$ cat src/hw/rtl/srrg_pkg.sv
package srrg_pkg;

	localparam int MAX_RBS = 100;

	typedef enum logic [1:0] {
		OP_REPORT = 2'd0,
		OP_DL     = 2'd1,
		OP_UL     = 2'd2,
		OP_TPC    = 2'd3
	} op_t;

	typedef enum logic [1:0] {
		AREA_UNSET  = 2'd0,
		AREA_EDGE   = 2'd1,
		AREA_CENTER = 2'd2
	} area_t;

	typedef enum logic [2:0] {
		REG_DL_BW     = 3'd0,
		REG_DL_COMMON = 3'd1,
		REG_DL_OFFSET = 3'd2,
		REG_DL_WIDTH  = 3'd3,
		REG_UL_LAYOUT = 3'd4,
		REG_Q_THRESH  = 3'd5,
		REG_AREA_SET  = 3'd6,
		REG_REPORT_ID = 3'd7
	} reg_idx_t;

	typedef struct packed {
		logic [6:0]  dl_bandwidth;
		logic [6:0]  dl_common_width;
		logic [6:0]  dl_edge_offset;
		logic [6:0]  dl_edge_width;
		logic [23:0] ul_layout;
		logic [5:0]  quality_threshold;
		logic [10:0] area_settings;
		logic [7:0]  accepted_report_id;
	} cfg_t;

	localparam cfg_t CFG_RESET = '{
		dl_bandwidth:       7'd25,
		dl_common_width:    7'd25,
		dl_edge_offset:     7'd0,
		dl_edge_width:      7'd0,
		ul_layout:          24'd25,
		quality_threshold:  6'd20,
		area_settings:      11'd1749,
		accepted_report_id: 8'd0
	};

	typedef struct packed {
		logic [15:0] id;
		area_t       area;
	} entry_t;

	// RBG size in blocks for a given downlink bandwidth
	function automatic logic [2:0] group_size(input logic [6:0] bw);
		logic [2:0] s;
		if (bw <= 7'd10) s = 3'd1;
		else if (bw <= 7'd26) s = 3'd2;
		else if (bw <= 7'd63) s = 3'd3;
		else s = 3'd4;
		return s;
	endfunction

	// Truncating divide by a group size of 1..4; thirds by reciprocal 43/128
	function automatic logic [6:0] div_gs(input logic [6:0] x, input logic [2:0] s);
		logic [12:0] p;
		logic [6:0]  r;
		p = 13'(x) * 13'd43;
		case (s)
			3'd1: r = x;
			3'd2: r = {1'b0, x[6:1]};
			3'd3: r = {1'b0, p[12:7]};
			default: r = {2'b0, x[6:2]};
		endcase
		return r;
	endfunction

endpackage

$ cat src/hw/rtl/srrg_band.sv
module srrg_band (
	input  logic               clk,
	input  srrg_pkg::cfg_t     cfg,
	input  logic [6:0]         group_index,
	input  logic               uplink,
	output logic               edge_hit
);
	import srrg_pkg::*;

	logic [2:0] gs;
	logic [6:0] dl_count_q;
	logic [7:0] dl_lo_q;
	logic [8:0] dl_hi_q;
	logic [8:0] ul_lo_q;
	logic [9:0] ul_hi_q;
	logic [7:0] dl_lo_c;
	logic [8:0] ul_lo_c;

	assign gs      = group_size(cfg.dl_bandwidth);
	assign dl_lo_c = 8'(div_gs(cfg.dl_common_width, gs)) + 8'(div_gs(cfg.dl_edge_offset, gs));
	assign ul_lo_c = 9'(cfg.ul_layout[7:0]) + 9'(cfg.ul_layout[15:8]);

	// Band limits are registered and follow the config registers in the next cycle
	always_ff @(posedge clk) begin
		dl_count_q <= div_gs(cfg.dl_bandwidth, gs);
		dl_lo_q    <= dl_lo_c;
		dl_hi_q    <= 9'(dl_lo_c) + 9'(div_gs(cfg.dl_edge_width, gs));
		ul_lo_q    <= ul_lo_c;
		ul_hi_q    <= 10'(ul_lo_c) + 10'(cfg.ul_layout[23:16]);
	end

	always_comb begin
		if (uplink) begin
			edge_hit = ({1'b0, group_index} < 8'(MAX_RBS)) &&
				(9'(group_index) >= ul_lo_q) && (10'(group_index) < ul_hi_q);
		end else begin
			edge_hit = (group_index < dl_count_q) &&
				(8'(group_index) >= dl_lo_q) && (9'(group_index) < dl_hi_q);
		end
	end

endmodule

$ cat src/hw/rtl/strict_reuse_rbg_gate.sv
// Items that bypass the table pass from the input latch through the finishing
// state to the registered result; other items first run the terminal table
// scan, which reads one memory entry per cycle. One item at a time: the
// next input is taken once the result is in the output register.
// Reset: arst_n clears control state, the per-entry valid bits and all config
// registers to their defaults; table memory contents are masked until written.
module strict_reuse_rbg_gate #(
	parameter int MAX_UES = 32
) (
	input  logic        clk,
	input  logic        arst_n,
	// APB config port
	input  logic        psel,
	input  logic        penable,
	input  logic        pwrite,
	input  logic [4:0]  paddr,
	input  logic [31:0] pwdata,
	output logic [31:0] prdata,
	output logic        pready,
	// input stream
	input  logic        s_tvalid,
	output logic        s_tready,
	// ue_id[15:0], group_index[22:16], report_id[30:23], quality_value[36:31], zero pad
	input  logic [39:0] s_tdata,
	// opcode[1:0]
	input  logic [1:0]  s_tuser,
	// result stream
	output logic        m_tvalid,
	input  logic        m_tready,
	// available[0], tpc_value[2:1], pa_update[3], pa_value[6:4], table_full[7]
	output logic [7:0]  m_tdata
);
	import srrg_pkg::*;

	localparam int IW = (MAX_UES > 1) ? $clog2(MAX_UES) : 1;

	typedef enum logic [1:0] {
		ST_IDLE,
		ST_SCAN,
		ST_FIN
	} state_t;

	state_t state_q;
	cfg_t   cfg_q;

	// latched item
	op_t         op_q;
	logic [15:0] id_q;
	logic [6:0]  grp_q;
	logic [5:0]  qual_q;
	logic        skip_q;

	// scan
	logic [IW:0]        iss_q;
	logic               cmp_vld_s1;
	logic [IW-1:0]      cmp_idx_s1;
	logic               ent_v_s1;
	entry_t             ent_s1;
	logic               hit_q;
	logic [IW-1:0]      hit_idx_q;
	area_t              hit_area_q;
	logic               free_q;
	logic [IW-1:0]      free_idx_q;
	logic [MAX_UES-1:0] valid_q;

	entry_t tbl_mem [MAX_UES];

	logic        out_vld_q;
	logic [7:0]  out_data_q;

	logic          issuing;
	logic          rd_en;
	logic [IW-1:0] rd_addr;
	logic          id_match;
	logic          edge_g;
	logic          fin_go;

	// result of the finishing step
	logic          wr_en;
	logic [IW-1:0] wr_slot;
	area_t         wr_area;
	area_t         want;
	logic          r_avail;
	logic [1:0]    r_tpc;
	logic          r_pa_upd;
	logic [2:0]    r_pa;
	logic          r_full;

	logic          ul_en;
	logic          wr_cfg;
	op_t           in_op;
	logic          in_skip;

	srrg_band u_band (
		.clk         (clk),
		.cfg         (cfg_q),
		.group_index (grp_q),
		.uplink      (op_q == OP_UL),
		.edge_hit    (edge_g)
	);

	assign pready   = 1'b1;
	assign wr_cfg   = psel & penable & pwrite;
	assign ul_en    = cfg_q.area_settings[10];
	assign s_tready = (state_q == ST_IDLE);
	assign m_tvalid = out_vld_q;
	assign m_tdata  = out_data_q;

	assign in_op   = op_t'(s_tuser);
	assign in_skip = ((in_op == OP_REPORT) && (s_tdata[30:23] != cfg_q.accepted_report_id)) ||
		((in_op == OP_UL || in_op == OP_TPC) && !ul_en);

	assign issuing  = (state_q == ST_SCAN) && (iss_q < (IW+1)'(MAX_UES));
	assign rd_en    = issuing;
	assign rd_addr  = iss_q[IW-1:0];
	assign id_match = ent_v_s1 && (ent_s1.id == id_q);
	assign fin_go   = (state_q == ST_FIN) && (!out_vld_q || m_tready);

	always_comb begin
		case (paddr[4:2])
			REG_DL_BW:     prdata = 32'(cfg_q.dl_bandwidth);
			REG_DL_COMMON: prdata = 32'(cfg_q.dl_common_width);
			REG_DL_OFFSET: prdata = 32'(cfg_q.dl_edge_offset);
			REG_DL_WIDTH:  prdata = 32'(cfg_q.dl_edge_width);
			REG_UL_LAYOUT: prdata = 32'(cfg_q.ul_layout);
			REG_Q_THRESH:  prdata = 32'(cfg_q.quality_threshold);
			REG_AREA_SET:  prdata = 32'(cfg_q.area_settings);
			REG_REPORT_ID: prdata = 32'(cfg_q.accepted_report_id);
			default:       prdata = '0;
		endcase
	end

	always_comb begin
		wr_en    = 1'b0;
		wr_slot  = hit_q ? hit_idx_q : free_idx_q;
		wr_area  = AREA_UNSET;
		want     = (qual_q < cfg_q.quality_threshold) ? AREA_EDGE : AREA_CENTER;
		r_avail  = 1'b0;
		r_tpc    = 2'd0;
		r_pa_upd = 1'b0;
		r_pa     = 3'd0;
		r_full   = 1'b0;
		if (skip_q) begin
			r_avail = (op_q == OP_UL);
			r_tpc   = (op_q == OP_TPC) ? 2'd1 : 2'd0;
		end else begin
			case (op_q)
				OP_REPORT: begin
					if (hit_q || free_q) begin
						wr_en   = 1'b1;
						wr_area = want;
						if ((hit_q ? hit_area_q : AREA_UNSET) != want) begin
							r_pa_upd = 1'b1;
							r_pa     = (want == AREA_EDGE) ? cfg_q.area_settings[6:4]
								: cfg_q.area_settings[9:7];
						end
					end else begin
						r_full = 1'b1;
					end
				end
				OP_DL, OP_UL: begin
					if (hit_q) begin
						r_avail = (edge_g == (hit_area_q == AREA_EDGE));
					end else begin
						r_avail = !edge_g;
						wr_en   = free_q;
						r_full  = !free_q;
					end
				end
				default: begin
					r_tpc = 2'd1;
					if (hit_q && hit_area_q == AREA_EDGE)
						r_tpc = cfg_q.area_settings[1:0];
					else if (hit_q && hit_area_q == AREA_CENTER)
						r_tpc = cfg_q.area_settings[3:2];
				end
			endcase
		end
	end

	// terminal table: one read port for the scan, one write in the finishing step
	always_ff @(posedge clk) begin
		if (fin_go && wr_en)
			tbl_mem[wr_slot] <= '{id: id_q, area: wr_area};
		if (rd_en)
			ent_s1 <= tbl_mem[rd_addr];
	end

	always_ff @(posedge clk or negedge arst_n) begin
		if (!arst_n) begin
			state_q    <= ST_IDLE;
			cfg_q      <= CFG_RESET;
			valid_q    <= '0;
			out_vld_q  <= 1'b0;
			cmp_vld_s1 <= 1'b0;
			iss_q      <= '0;
			hit_q      <= 1'b0;
			free_q     <= 1'b0;
			skip_q     <= 1'b0;
		end else begin
			if (wr_cfg) begin
				case (paddr[4:2])
					REG_DL_BW:     cfg_q.dl_bandwidth       <= pwdata[6:0];
					REG_DL_COMMON: cfg_q.dl_common_width    <= pwdata[6:0];
					REG_DL_OFFSET: cfg_q.dl_edge_offset     <= pwdata[6:0];
					REG_DL_WIDTH:  cfg_q.dl_edge_width      <= pwdata[6:0];
					REG_UL_LAYOUT: cfg_q.ul_layout          <= pwdata[23:0];
					REG_Q_THRESH:  cfg_q.quality_threshold  <= pwdata[5:0];
					REG_AREA_SET:  cfg_q.area_settings      <= pwdata[10:0];
					REG_REPORT_ID: cfg_q.accepted_report_id <= pwdata[7:0];
					default: ;
				endcase
			end

			if (out_vld_q && m_tready && !fin_go)
				out_vld_q <= 1'b0;

			cmp_vld_s1 <= issuing;
			if (issuing) begin
				iss_q      <= iss_q + 1'b1;
				cmp_idx_s1 <= rd_addr;
				ent_v_s1   <= valid_q[rd_addr];
			end

			case (state_q)
				ST_IDLE: begin
					if (s_tvalid) begin
						op_q    <= in_op;
						id_q    <= s_tdata[15:0];
						grp_q   <= s_tdata[22:16];
						qual_q  <= s_tdata[36:31];
						skip_q  <= in_skip;
						hit_q   <= 1'b0;
						free_q  <= 1'b0;
						iss_q   <= '0;
						state_q <= in_skip ? ST_FIN : ST_SCAN;
					end
				end
				ST_SCAN: begin
					if (cmp_vld_s1) begin
						if (id_match) begin
							// first match wins; stop the scan
							hit_q      <= 1'b1;
							hit_idx_q  <= cmp_idx_s1;
							hit_area_q <= ent_s1.area;
							state_q    <= ST_FIN;
						end else begin
							if (!ent_v_s1 && !free_q) begin
								free_q     <= 1'b1;
								free_idx_q <= cmp_idx_s1;
							end
							if (cmp_idx_s1 == IW'(MAX_UES - 1))
								state_q <= ST_FIN;
						end
					end
				end
				ST_FIN: begin
					if (fin_go) begin
						out_vld_q  <= 1'b1;
						out_data_q <= {r_full, r_pa, r_pa_upd, r_tpc, r_avail};
						if (wr_en)
							valid_q[wr_slot] <= 1'b1;
						state_q <= ST_IDLE;
					end
				end
				default: state_q <= ST_IDLE;
			endcase
		end
	end

endmodule

$ cat config.mk
export PLATFORM = sky130hd
export DESIGN_NAME = strict_reuse_rbg_gate
export DESIGN_NICKNAME = d
export VERILOG_FILES = /design/src/hw/rtl/srrg_pkg.sv /design/src/hw/rtl/srrg_band.sv /design/src/hw/rtl/strict_reuse_rbg_gate.sv
export SDC_FILE = /design/constraint.sdc
export NUM_CORES = 1
export LEC_CHECK = 0
export ABC_AREA = 0
export BUFFER_PORTS_ARGS = -buffer_cell sky130_fd_sc_hd__buf_2
export CAP_MARGIN = 20
export CORE_ASPECT_RATIO = 1.1
export CORE_UTILIZATION = 50
export CTS_BUF_LIST = sky130_fd_sc_hd__clkbuf_2 sky130_fd_sc_hd__clkbuf_4 sky130_fd_sc_hd__clkbuf_8
export DETAILED_ROUTE_END_ITERATION = 8
export HOLD_SLACK_MARGIN = 0.12
export PLACE_DENSITY = 0.69
export SLEW_MARGIN = 20
export SYNTH_ARGS = -nofsm -noshare
export SYNTH_HDL_FRONTEND = slang
export SYNTH_HIERARCHICAL = 1
export SYNTH_SLANG_ARGS = --single-unit
$ cat constraint.sdc
create_clock -name clk -period 5 [get_ports clk]
set_input_delay 1 -clock clk [delete_from_list [all_inputs] [get_ports clk]]
set_output_delay 1 -clock clk [all_outputs]
set_load 0.05 [all_outputs]
Yosys cells after proc, flatten, opt, wreduce, memory -nomap -nowiden
Memory sizes are Yosys's and may differ from the RTL's. A register that Yosys moved wholly into a read port is not among the register bits.
Cells that the tools add are included.
Word-level totals
  register bits: 222
  RAM bits: 576
  bits of input ports: 86
  output and inout bits: 43
  word-level logic and storage cells: 209
  memories kept: 1
Memories
  tbl_mem: depth 32, width 18, rd ports 1, clocked after memory_dff 1, write ports 1, line strict_reuse_rbg_gate.sv:66  | entry_t tbl_mem [MAX_UES];
Cells by class
  $add $sub $neg: 5
  $mul: 4
  magnitude comparators: 14
  eq/ne operators: 32
  muxes and demuxes: 59
  bitwise operators: 7
  reductions and logical operators: 53
Operator list (number)
  $pmux W32 S8: 1
  $pmux W7 S3: 4
  $mul A7 B6 Y13 const B: 4
  $or A32 B32 Y32: 1
  $mux W2: 15
  $mux W1: 24
  $reduce_and A2 Y1: 10
  $mux W6: 3
  $eq A16 B16 Y1: 1
  $logic_and A1 B1 Y1: 16
  $eq A2 B2 Y1 const B: 6
  $eq A3 B2 Y1 const B: 4
  $eq A3 B3 Y1 const B: 4
  $lt A5 B6 Y1 const B: 2
  $mux W3: 4
  $reduce_and A4 Y1: 3
  $add A9 B8 Y10: 1
  $lt A7 B10 Y1: 1
  $ne A2 B2 Y1 const B: 5
  $reduce_and A5 Y1: 2
  $add A8 B7 Y9: 1
  $add A8 B8 Y9: 1
  $ge A7 B9 Y1: 1
  $lt A7 B9 Y1: 1
  35 further kinds: 59

Longest topological paths before layout
Gate-level depths: netlist of run 1.
  depth in word-level cells: 8
  gate-level depth with buffers: 25
  mapped depth without buffers: 25

By module
Netlist of run 1, hierarchy kept.
By module, submodules not included
  strict_reuse_rbg_gate: instances 1, cells each 1483, area each 30515.5 µm², seq. area each 22624.2 µm²
  srrg_band: instances 1, cells each 746, area each 6525.0 µm², seq. area each 860.8 µm²

Worst setup path after synthesis of run 1
No wires, ideal clock.
  kind: register to register
  start point: register cfg_q[66] in the netlist's numbering
  end point: register u_band.dl_hi_q[7]
  library setup time: 0.119 ns
  arrival time: 5.004 ns
  required time: 4.881 ns
  setup slack: -0.124 ns
  stages on the path, launching flop included: 23
  buffers on the path: 0
  clock period less this slack: 5.124 ns
  cell sequence: dfstp_2 -> ha_1 -> inv_1 -> fa_1 -> inv_1 -> fa_1 -> ha_1 -> nand4_1 -> o221ai_1 -> a21oi_1 -> mux2i_1 -> o31ai_1 -> o21ai_0 -> fa_1 -> nor2b_1 -> o21ai_0 -> a21oi_1 -> o21a_1 -> nor2_1 -> xnor2_1 -> ha_1 -> o41a_1 -> xor2_1
On the way
  word-level cells in the longest chain between the ends: 4
RTL lines
  start: declaration: line strict_reuse_rbg_gate.sv:44  | cfg_t cfg_q;
  $mul A7 B6 Y13: line srrg_pkg.sv:70  | p = 13'(x) * 13'd43;
  $pmux W7 S3 (*): line srrg_pkg.sv:71  | case (s)
  $add A7 B7 Y8 (*): line srrg_band.sv:20  | assign dl_lo_c = 8'(div_gs(cfg.dl_common_width, gs)) + 8'(div_gs(cfg.dl_edge_offset, gs));
  via u_band.dl_lo_c[6]: line srrg_band.sv:16  | logic [7:0] dl_lo_c;
  $add A8 B7 Y9 (*): line srrg_band.sv:27  | dl_hi_q <= 9'(dl_lo_c) + 9'(div_gs(cfg.dl_edge_width, gs));
  end signal: assignment: line srrg_band.sv:27
  end: declaration: line srrg_band.sv:13  | logic [8:0] dl_hi_q;
The timed path passes the listed nets; every way through them passes the cells marked *.
A chain may end at the register's enable or synchronous reset.

Worst setup path after layout of run 1
  start point: register cfg_q[69] in the netlist's numbering
  end point: register u_band.dl_hi_q[7]
On the way
  word-level cells in the longest chain between the ends: 4
RTL lines (line)
  $mul A7 B6 Y13: srrg_pkg.sv:70
  $pmux W7 S3: srrg_pkg.sv:71
  $add A7 B7 Y8: srrg_band.sv:20
  via u_band.dl_lo_c[1]: srrg_band.sv:16
  $add A8 B7 Y9: srrg_band.sv:27
The timed path passes the listed nets, and every way through them passes these cells.

==> results of run 1 <==
==> worst register-to-register path, cell delays in order, from the launching register on <==
cell	delay, ns
dfrtp_1	0.41
ha_4	0.27
inv_2	0.03
fa_1	0.53
inv_1	0.06
fa_1	0.49
ha_4	0.29
nand4_1	0.12
o221ai_2	0.30
xor2_1	0.19
a221oi_1	0.12
a21oi_2	0.23
ha_2	0.23
inv_2	0.04
fa_2	0.53
inv_2	0.05
ha_1	0.26
a21o_1	0.17
a21oi_2	0.14
nor2b_1	0.06
o21a_1	0.18
o41a_1	0.32
xor2_1	0.15
==> power breakdown <==
group	internal, µW	leakage [µW]	switching (µW)
Clock	2950	0.00135	2610
Combinational	3950	0.00689	3800
Sequential	7950	0.00771	593
==> Yosys cell counts, drive strengths merged (5+ instances only) <==
library cell / count
a211oi: 7
a21o: 19
a21oi: 66
a221oi: 6
a31oi: 7
and2: 6
and3: 24
buf: 44
clkbuf: 41
dfrtp: 104
dfstp: 18
dfxtp: 43
edfxtp: 651
fa: 28
ha: 197
inv: 136
mux2: 91
mux2i: 17
mux4: 197
nand2: 77
nand2b: 16
nand3: 19
nand4: 16
nor2: 103
nor2b: 19
nor3: 12
nor4: 5
o211ai: 10
o21a: 11
o21ai: 40
o21bai: 5
o221ai: 10
o22ai: 8
o32ai: 5
or2: 36
or3: 15
xnor2: 35
xor2: 34
==> area by class of cell <==
cell class              count  area, µm²  area share
flip-flops and latches    816      23500      0.5549
multi-input cells        1198      12940      0.3056
clock buffers             183       2225     0.05254
repair buffers            243       1650     0.03898
well taps                 954       1194     0.02819
inverters                 137      514.2     0.01215
clock inverters            48      321.6    0.007595
==> per-layer routing <==
layer / vias to the layer above / wire length [µm] / GRT usage
li1: 9225 / - / -
met3: 193 / 4855 / 0.03883
met1: 10680 / 33480 / 0.2932
met5: - / 0 / 0
met2: 774 / 45150 / 0.4118
met4: 0 / 3443 / 0.1051
==> metrics by stage <==
step                      setup WS (ns)    util  hold slack [ns]  instances  power [µW]
final                           -0.2589  0.5779           0.3843       3579       21850
after global routing            -0.5355  0.5779           0.3617       3579       23050
after CTS                       -0.2549  0.5761           0.3268       3577       21930
after detailed placement        -0.3882  0.5391           0.4190       3336       16170
after global placement          -0.3173  0.5391           0.4057       3336       15930
after floorplan                0.009873       -           0.4003       2236       13850
==> worst min-delay path by stage <==
stage                     cells past startpoint       endpoint  slack [ns]        from
after global placement                        0  hit_area_q[0]        0.41   ent_s1[0]
after global routing                          1        id_q[5]        0.36  s_tdata[5]
after detailed placement                      0  hit_area_q[1]        0.42   ent_s1[1]
after floorplan                               0  hit_area_q[0]        0.40   ent_s1[0]
final                                         1        id_q[6]        0.38  s_tdata[6]
after CTS                                     1        id_q[6]        0.33  s_tdata[6]
==> layout by cell type (no fill, tap or decap), types with 47 or more instances in the layout <==
cell / netlist / routed
edfxtp_1: 651 / 651
mux4_2: 197 / 197
ha_1: 197 / 187
clkbuf_8: 0 / 136
inv_1: 136 / 131
buf_4: 9 / 129
buf_2: 20 / 105
dfrtp_1: 104 / 99
nand2_1: 77 / 77
mux2_2: 72 / 72
nor2_1: 103 / 67
a21oi_1: 65 / 56
clkbuf_4: 0 / 47
==> cells by family after synthesis <==
| kind of cell | after synthesis | synth area share |
|---|---|---|
| AOI/OAI and AO/OA | 232 | 0.04226 |
| xor gates and xnor gates | 69 | 0.01632 |
| adders and majority gates | 225 | 0.08168 |
| buffers and inverters | 222 | 0.02550 |
| DFF | 816 | 0.6340 |
| muxes | 305 | 0.1520 |
| other | 2 | 0.0002028 |
| and+or+nand+nor | 358 | 0.04797 |
==> repair_timing <==
item	4_1_cts	5_1_grt
pin swaps	22	13
hold buffers	1	0
resized for setup	20	16
endpoints found under the setup margin	4	7
hold endpoints to repair	14	0
buffers inserted	9	2
==> state kept, by name, summed over array words and instances (netlist names), 2 cells and up <==
name	cells
state_q	2
u_band/dl_lo_q	8
u_band/ul_lo_q	9
free_idx_q	5
op_q	2
iss_q	6
qual_q	6
valid_q	32
cmp_idx_s1	5
ent_s1	18
m_tdata	8
u_band/ul_hi_q	10
u_band/dl_hi_q	9
id_q	16
hit_idx_q	5
tbl_mem	576
grp_q	7
cfg_q	77
u_band/dl_count_q	7
hit_area_q	2
==> results_dict.tcl, run 1 <==
set metrics [dict create \
    status "complete, but fails checks" \
    violations "setup timing" \
    cts_root_buf "clkbuf_8" \
    vias 20870 \
    crit_path_max_incr_delay_ns 0.53 \
    clock.fmax_mhz 190.2 \
    first_pass_iters 5 \
    finalHoldViolations 0 \
    drtAntennaViolNets 0 \
    die-area_mm2 0.07517 \
    setup_ws_ns -0.2589 \
    area_growth_pct 14.31 \
    cap_violations 0 \
    relSlewSlack 0.2707 \
    critPathLaunch "cfg_q[69]" \
    timing.rr.start "cfg_q[69]" \
    numPortBuffers 106 \
    fin_crit_sh 1.052 \
    pin_count 129 \
    routedWlPerCell_um 24.29 \
    finalSetupViolCount 3 \
    cp-start-kind "flip-flop" \
    antenna_found_initial 0 \
    htree_levels 4 \
    avgSynthCellArea_um2 16.62 \
    min_period_ns 5.259 \
    cp_max_fo 3 \
    routed_via_density 5.831 \
    fillers 5531 \
    path_depth 22 \
    clock-sinks 816 \
    slew_violations 0 \
    worst-setup-path-type "reg2reg" \
    synth-edff-count 651 \
    cts_buffers 130 \
    crit_arrival_ns 5.91 \
    yosys.area.top_type_share 0.5278 \
    worstRegToRegCells 22 \
    drive_gt1_frac 0.3196 \
    slowest_stage "fa_1" \
    endpoint "u_band/dl_hi_q[7]" \
    worst_slew_pin_slew_ns 1.094 \
    synthFlopType "edfxtp_1" \
    fp-row-count 104 \
    hpwl_mm 55.55 \
    initial_core_util 0.5056 \
    worst_skew_pair.late_latency_ns 0.79 \
    synth-seq-area-share 0.6340 \
    drt-total-wl_mm 86.94 \
    fin_nets 2837 \
    finClkSkew_ns 0.04997 \
    overflow 0 \
    core_mm2 0.07326 \
    routabilityCongestion 0.8970 \
    ys_seq_elements 816 \
    tns_ns -0.5971 \
    clockBufferDepth 3 \
    total_leakage_power_uw 0.01595 \
    r2r_slack_ns -0.26 \
    clk_pin_slew_worst_paths_ns 0.06 \
    cp-end-kind "flip-flop" \
    grt_max_degree 70 \
    synthCells 2229 \
    fin_area_mm2 0.04234 \
    grt_pass1_vias 21780 \
    power_density_mw_per_mm2 516.1 \
    synth.area.top_cells "edfxtp_1 53%, mux4_2 12%, dfrtp_1 7.0%, ha_1 6.7%, dfxtp_1 2.3%" \
    die_w_um 261.5 \
    cts_tree "built" \
    die_h_um 287.5 \
    worstPathBufferInverterCount 4 \
    netlist_area_mm2 0.03704 \
    worstReg2RegEnd "u_band/dl_hi_q[7]" \
    ys_types 75 \
    cp_common_cell "inv_2" \
    async_flop_share 0.1495 \
    grt_usage 0.2377 \
    rsz0062_at_grt "yes" \
    n_antenna_cell 0 \
    synth_warnings 6 \
    postPlaceCellArea_mm2 0.03950 \
    drt_iter0_drc 1651 \
    required_ns 5.65 \
    synth_largest_area_cell "edfxtp_1" \
    cp_top_family "adder cells" \
    drcViolationCount 0 \
    min_path_type "in2reg" \
    ir_worst_vdd_v 0.0004308 \
    grt_pass1_wl_mm 131.2 \
    path_cells "ha_4, inv_2, fa_1, inv_1, fa_1, ha_4, nand4_1, o221ai_2, xor2_1, a221oi_1, a21oi_2, ha_2, inv_2, fa_2, inv_2, ha_1, a21o_1, a21oi_2, nor2b_1, o21a_1, o41a_1, xor2_1" \
]
Power figures use the tool's default switching activity.
==> inputs of run 2 (changes only) <==
--- a/config.mk
+++ b/config.mk
@@ -9,11 +9,10 @@
 export BUFFER_PORTS_ARGS = -buffer_cell sky130_fd_sc_hd__buf_2
 export CAP_MARGIN = 20
 export CORE_ASPECT_RATIO = 1.1
-export CORE_UTILIZATION = 50
+export CORE_UTILIZATION = 40
 export CTS_BUF_LIST = sky130_fd_sc_hd__clkbuf_2 sky130_fd_sc_hd__clkbuf_4 sky130_fd_sc_hd__clkbuf_8
 export DETAILED_ROUTE_END_ITERATION = 8
 export HOLD_SLACK_MARGIN = 0.12
-export PLACE_DENSITY = 0.69
 export SLEW_MARGIN = 20
 export SYNTH_ARGS = -nofsm -noshare
 export SYNTH_HDL_FRONTEND = slang
==> run 2 against run 1 <==
Against the previous run: the run still ends with setup timing left; die area is 25% higher; routed wire length is 6.2% higher; flip-flop and latch count stayed put; via count is 0.42% higher; final cell count is 6.8% higher; register-to-register slack better by 0.11 ns; non-clock buffer count is 5 higher; core utilization is 11 points lower; critical path depth is 1 higher; sequential share of layout area is 0.58 points lower; clock skew is 0.0083 ns lower; critical endpoint unchanged; highest routed layer unchanged.
==> results_dict.tcl, run 2 (synthesized netlist as in run 1, its figures left out) <==
set metrics [dict create \
    status "complete, but fails checks" \
    violations "setup timing" \
    relSlewSlack 0.3150 \
    area_growth_pct 15.54 \
    min_period_ns 5.149 \
    final_cell_mix "651 x edfxtp_1, 197 x mux4_2, 187 x ha_1" \
    grt_usage 0.1984 \
    clock-sinks 816 \
    fin_nets 2845 \
    cts_root_buf "clkbuf_8" \
    initial_core_util 0.4057 \
    routabilityCongestion 0.8397 \
    hpwl_mm 58.13 \
    cp_max_fo 4 \
    cp-end-kind "flip-flop" \
    clock.fmax_mhz 194.2 \
    top_register "tbl_mem" \
    routedWlPerCell_um 24.16 \
    core_mm2 0.09129 \
    drtAntennaViolNets 0 \
    worst_slew_pin_slew_ns 1.027 \
    power_density_mw_per_mm2 521.5 \
    htree_levels 4 \
    ir_worst_vdd_v 0.0002741 \
    cts_buffers 133 \
    fillers 7797 \
    required_ns 5.66 \
    crit_arrival_ns 5.81 \
    largest_reg_flops 576 \
    drt-total-wl_mm 92.36 \
    worst_skew_pair.late_latency_ns 0.78 \
    finalHoldViolations 0 \
    reg_top3 "tbl_mem (576), cfg_q (77), valid_q (32)" \
    place_inst 3568 \
    clockBufferDepth 3 \
    drive_gt1_frac 0.3231 \
    min_path_type "in2reg" \
    rsz0062_at_grt "yes" \
    die-area_mm2 0.09382 \
    grt_max_degree 57 \
    grt_pass1_wl_mm 137.5 \
    clk_pin_slew_worst_paths_ns 0.06 \
    grt_pass1_vias 21770 \
    overflow 0 \
    final_common_cell "edfxtp_1" \
    drcViolationCount 0 \
    cts_tree "built" \
    setup_ws_ns -0.1490 \
    antenna_found_initial 1 \
    cp-start-kind "flip-flop" \
    total_leakage_power_uw 0.01604 \
    vias 20960 \
    die_w_um 292.1 \
    cap_violations 0 \
    drt_iter0_drc 1592 \
    fin_crit_sh 1.030 \
    pin_count 129 \
    pre_cts_ws_ns -0.2984 \
    numPortBuffers 106 \
    finClkSkew_ns 0.04171 \
    die_h_um 321.2 \
    worst-setup-path-type "reg2reg" \
    slew_violations 0 \
    routed_via_density 5.483 \
    fp-row-count 116 \
    p_total_uw 22320 \
    first_pass_iters 5 \
    stdcell_count 3822 \
    finalSetupViolCount 3 \
]
## run 2: cell count changes in the layout (fill, tap and decap cells not counted), moves of 4 or more
| cell | delta |
|---|---|
| clkinv_1 | +8 |
| clkinv_2 | -10 |
| buf_4 | +5 |
| clkbuf_8 | +4 |
| clkbuf_4 | +7 |
## run 2: layout make-up
type	count	area (µm²)	area share
clock inverters	47	317.8	0.007426
repair buffers	248	1692	0.03953
inverters	137	514.2	0.01202
clock buffers	194	2332	0.05450
diodes	2	5.005	0.0001169
flip-flops and latches	816	23500	0.5492
multi-input cells	1198	12960	0.3028
well taps	1180	1476	0.03450
## run 2: path summary, 6_finish.rpt
kind                                  from                 to  slack (ns)  cells after the start
worst max-delay path             cfg_q[61]  u_band/dl_hi_q[7]       -0.15                     23
worst min-delay path            s_tdata[1]            id_q[1]        0.39                      1
worst max register to register   cfg_q[61]  u_band/dl_hi_q[7]       -0.15                     23
worst min register to register   ent_s1[0]      hit_area_q[0]        0.42                      0
max in group asynchronous           arst_n        valid_q[24]        3.08                      3
min in group asynchronous           arst_n          cfg_q[35]        0.72                      2
## run 2: stage by stage
step | area [µm²] | setup TNS [ns] | utilization | hold slack [ns]
CTS | 42600 | -0.3601 | 0.4667 | 0.3115
global placement | 39820 | -0.6952 | 0.4362 | 0.4043
global route | 42790 | -1.218 | 0.4687 | 0.3321
finish | 42790 | -0.2473 | 0.4688 | 0.3924
detailed placement | 39820 | -0.6946 | 0.4362 | 0.4173
floorplan | 37080 | 0 | - | 0.4003
## run 2: what timing repair did
action	in CTS	in global routing
hold buffers	1	0
pin swaps	30	16
hold endpoints to repair	24	0
resized for setup	22	23
setup buffers	4	5
setup endpoints to repair	4	5
## run 2: critical path, stage by stage (launching register included)
cell and delay, ns:
dfrtp_1 0.40, ha_4 0.27, inv_2 0.03, fa_1 0.53
inv_1 0.05, fa_1 0.43, ha_1 0.30, nand4_1 0.11
o221ai_2 0.24, xor2_1 0.18, a221oi_1 0.09, a21oi_1 0.24
ha_2 0.23, inv_2 0.04, fa_2 0.41, nor2b_1 0.12
o21ai_1 0.09, a21oi_2 0.15, o21a_1 0.15, nor2_2 0.05
xnor2_2 0.15, ha_2 0.21, o41a_1 0.42, xor2_1 0.14
## run 2: routing by layer
metal,GRT usage,part of all wire,vias up
li1,-,-,9251
met1,0.2495,0.41,10950
met2,0.3486,0.52,613
met3,0.03538,0.050,143
met4,0.05825,0.022,0
met5,0,0,-
## run 2: power breakdown
part | leakage (µW) | internal, µW | switching, µW
clock network | 0.00139 | 3120 | 2680
logic | 0.00694 | 4060 | 3830
registers | 0.00771 | 7950 | 686
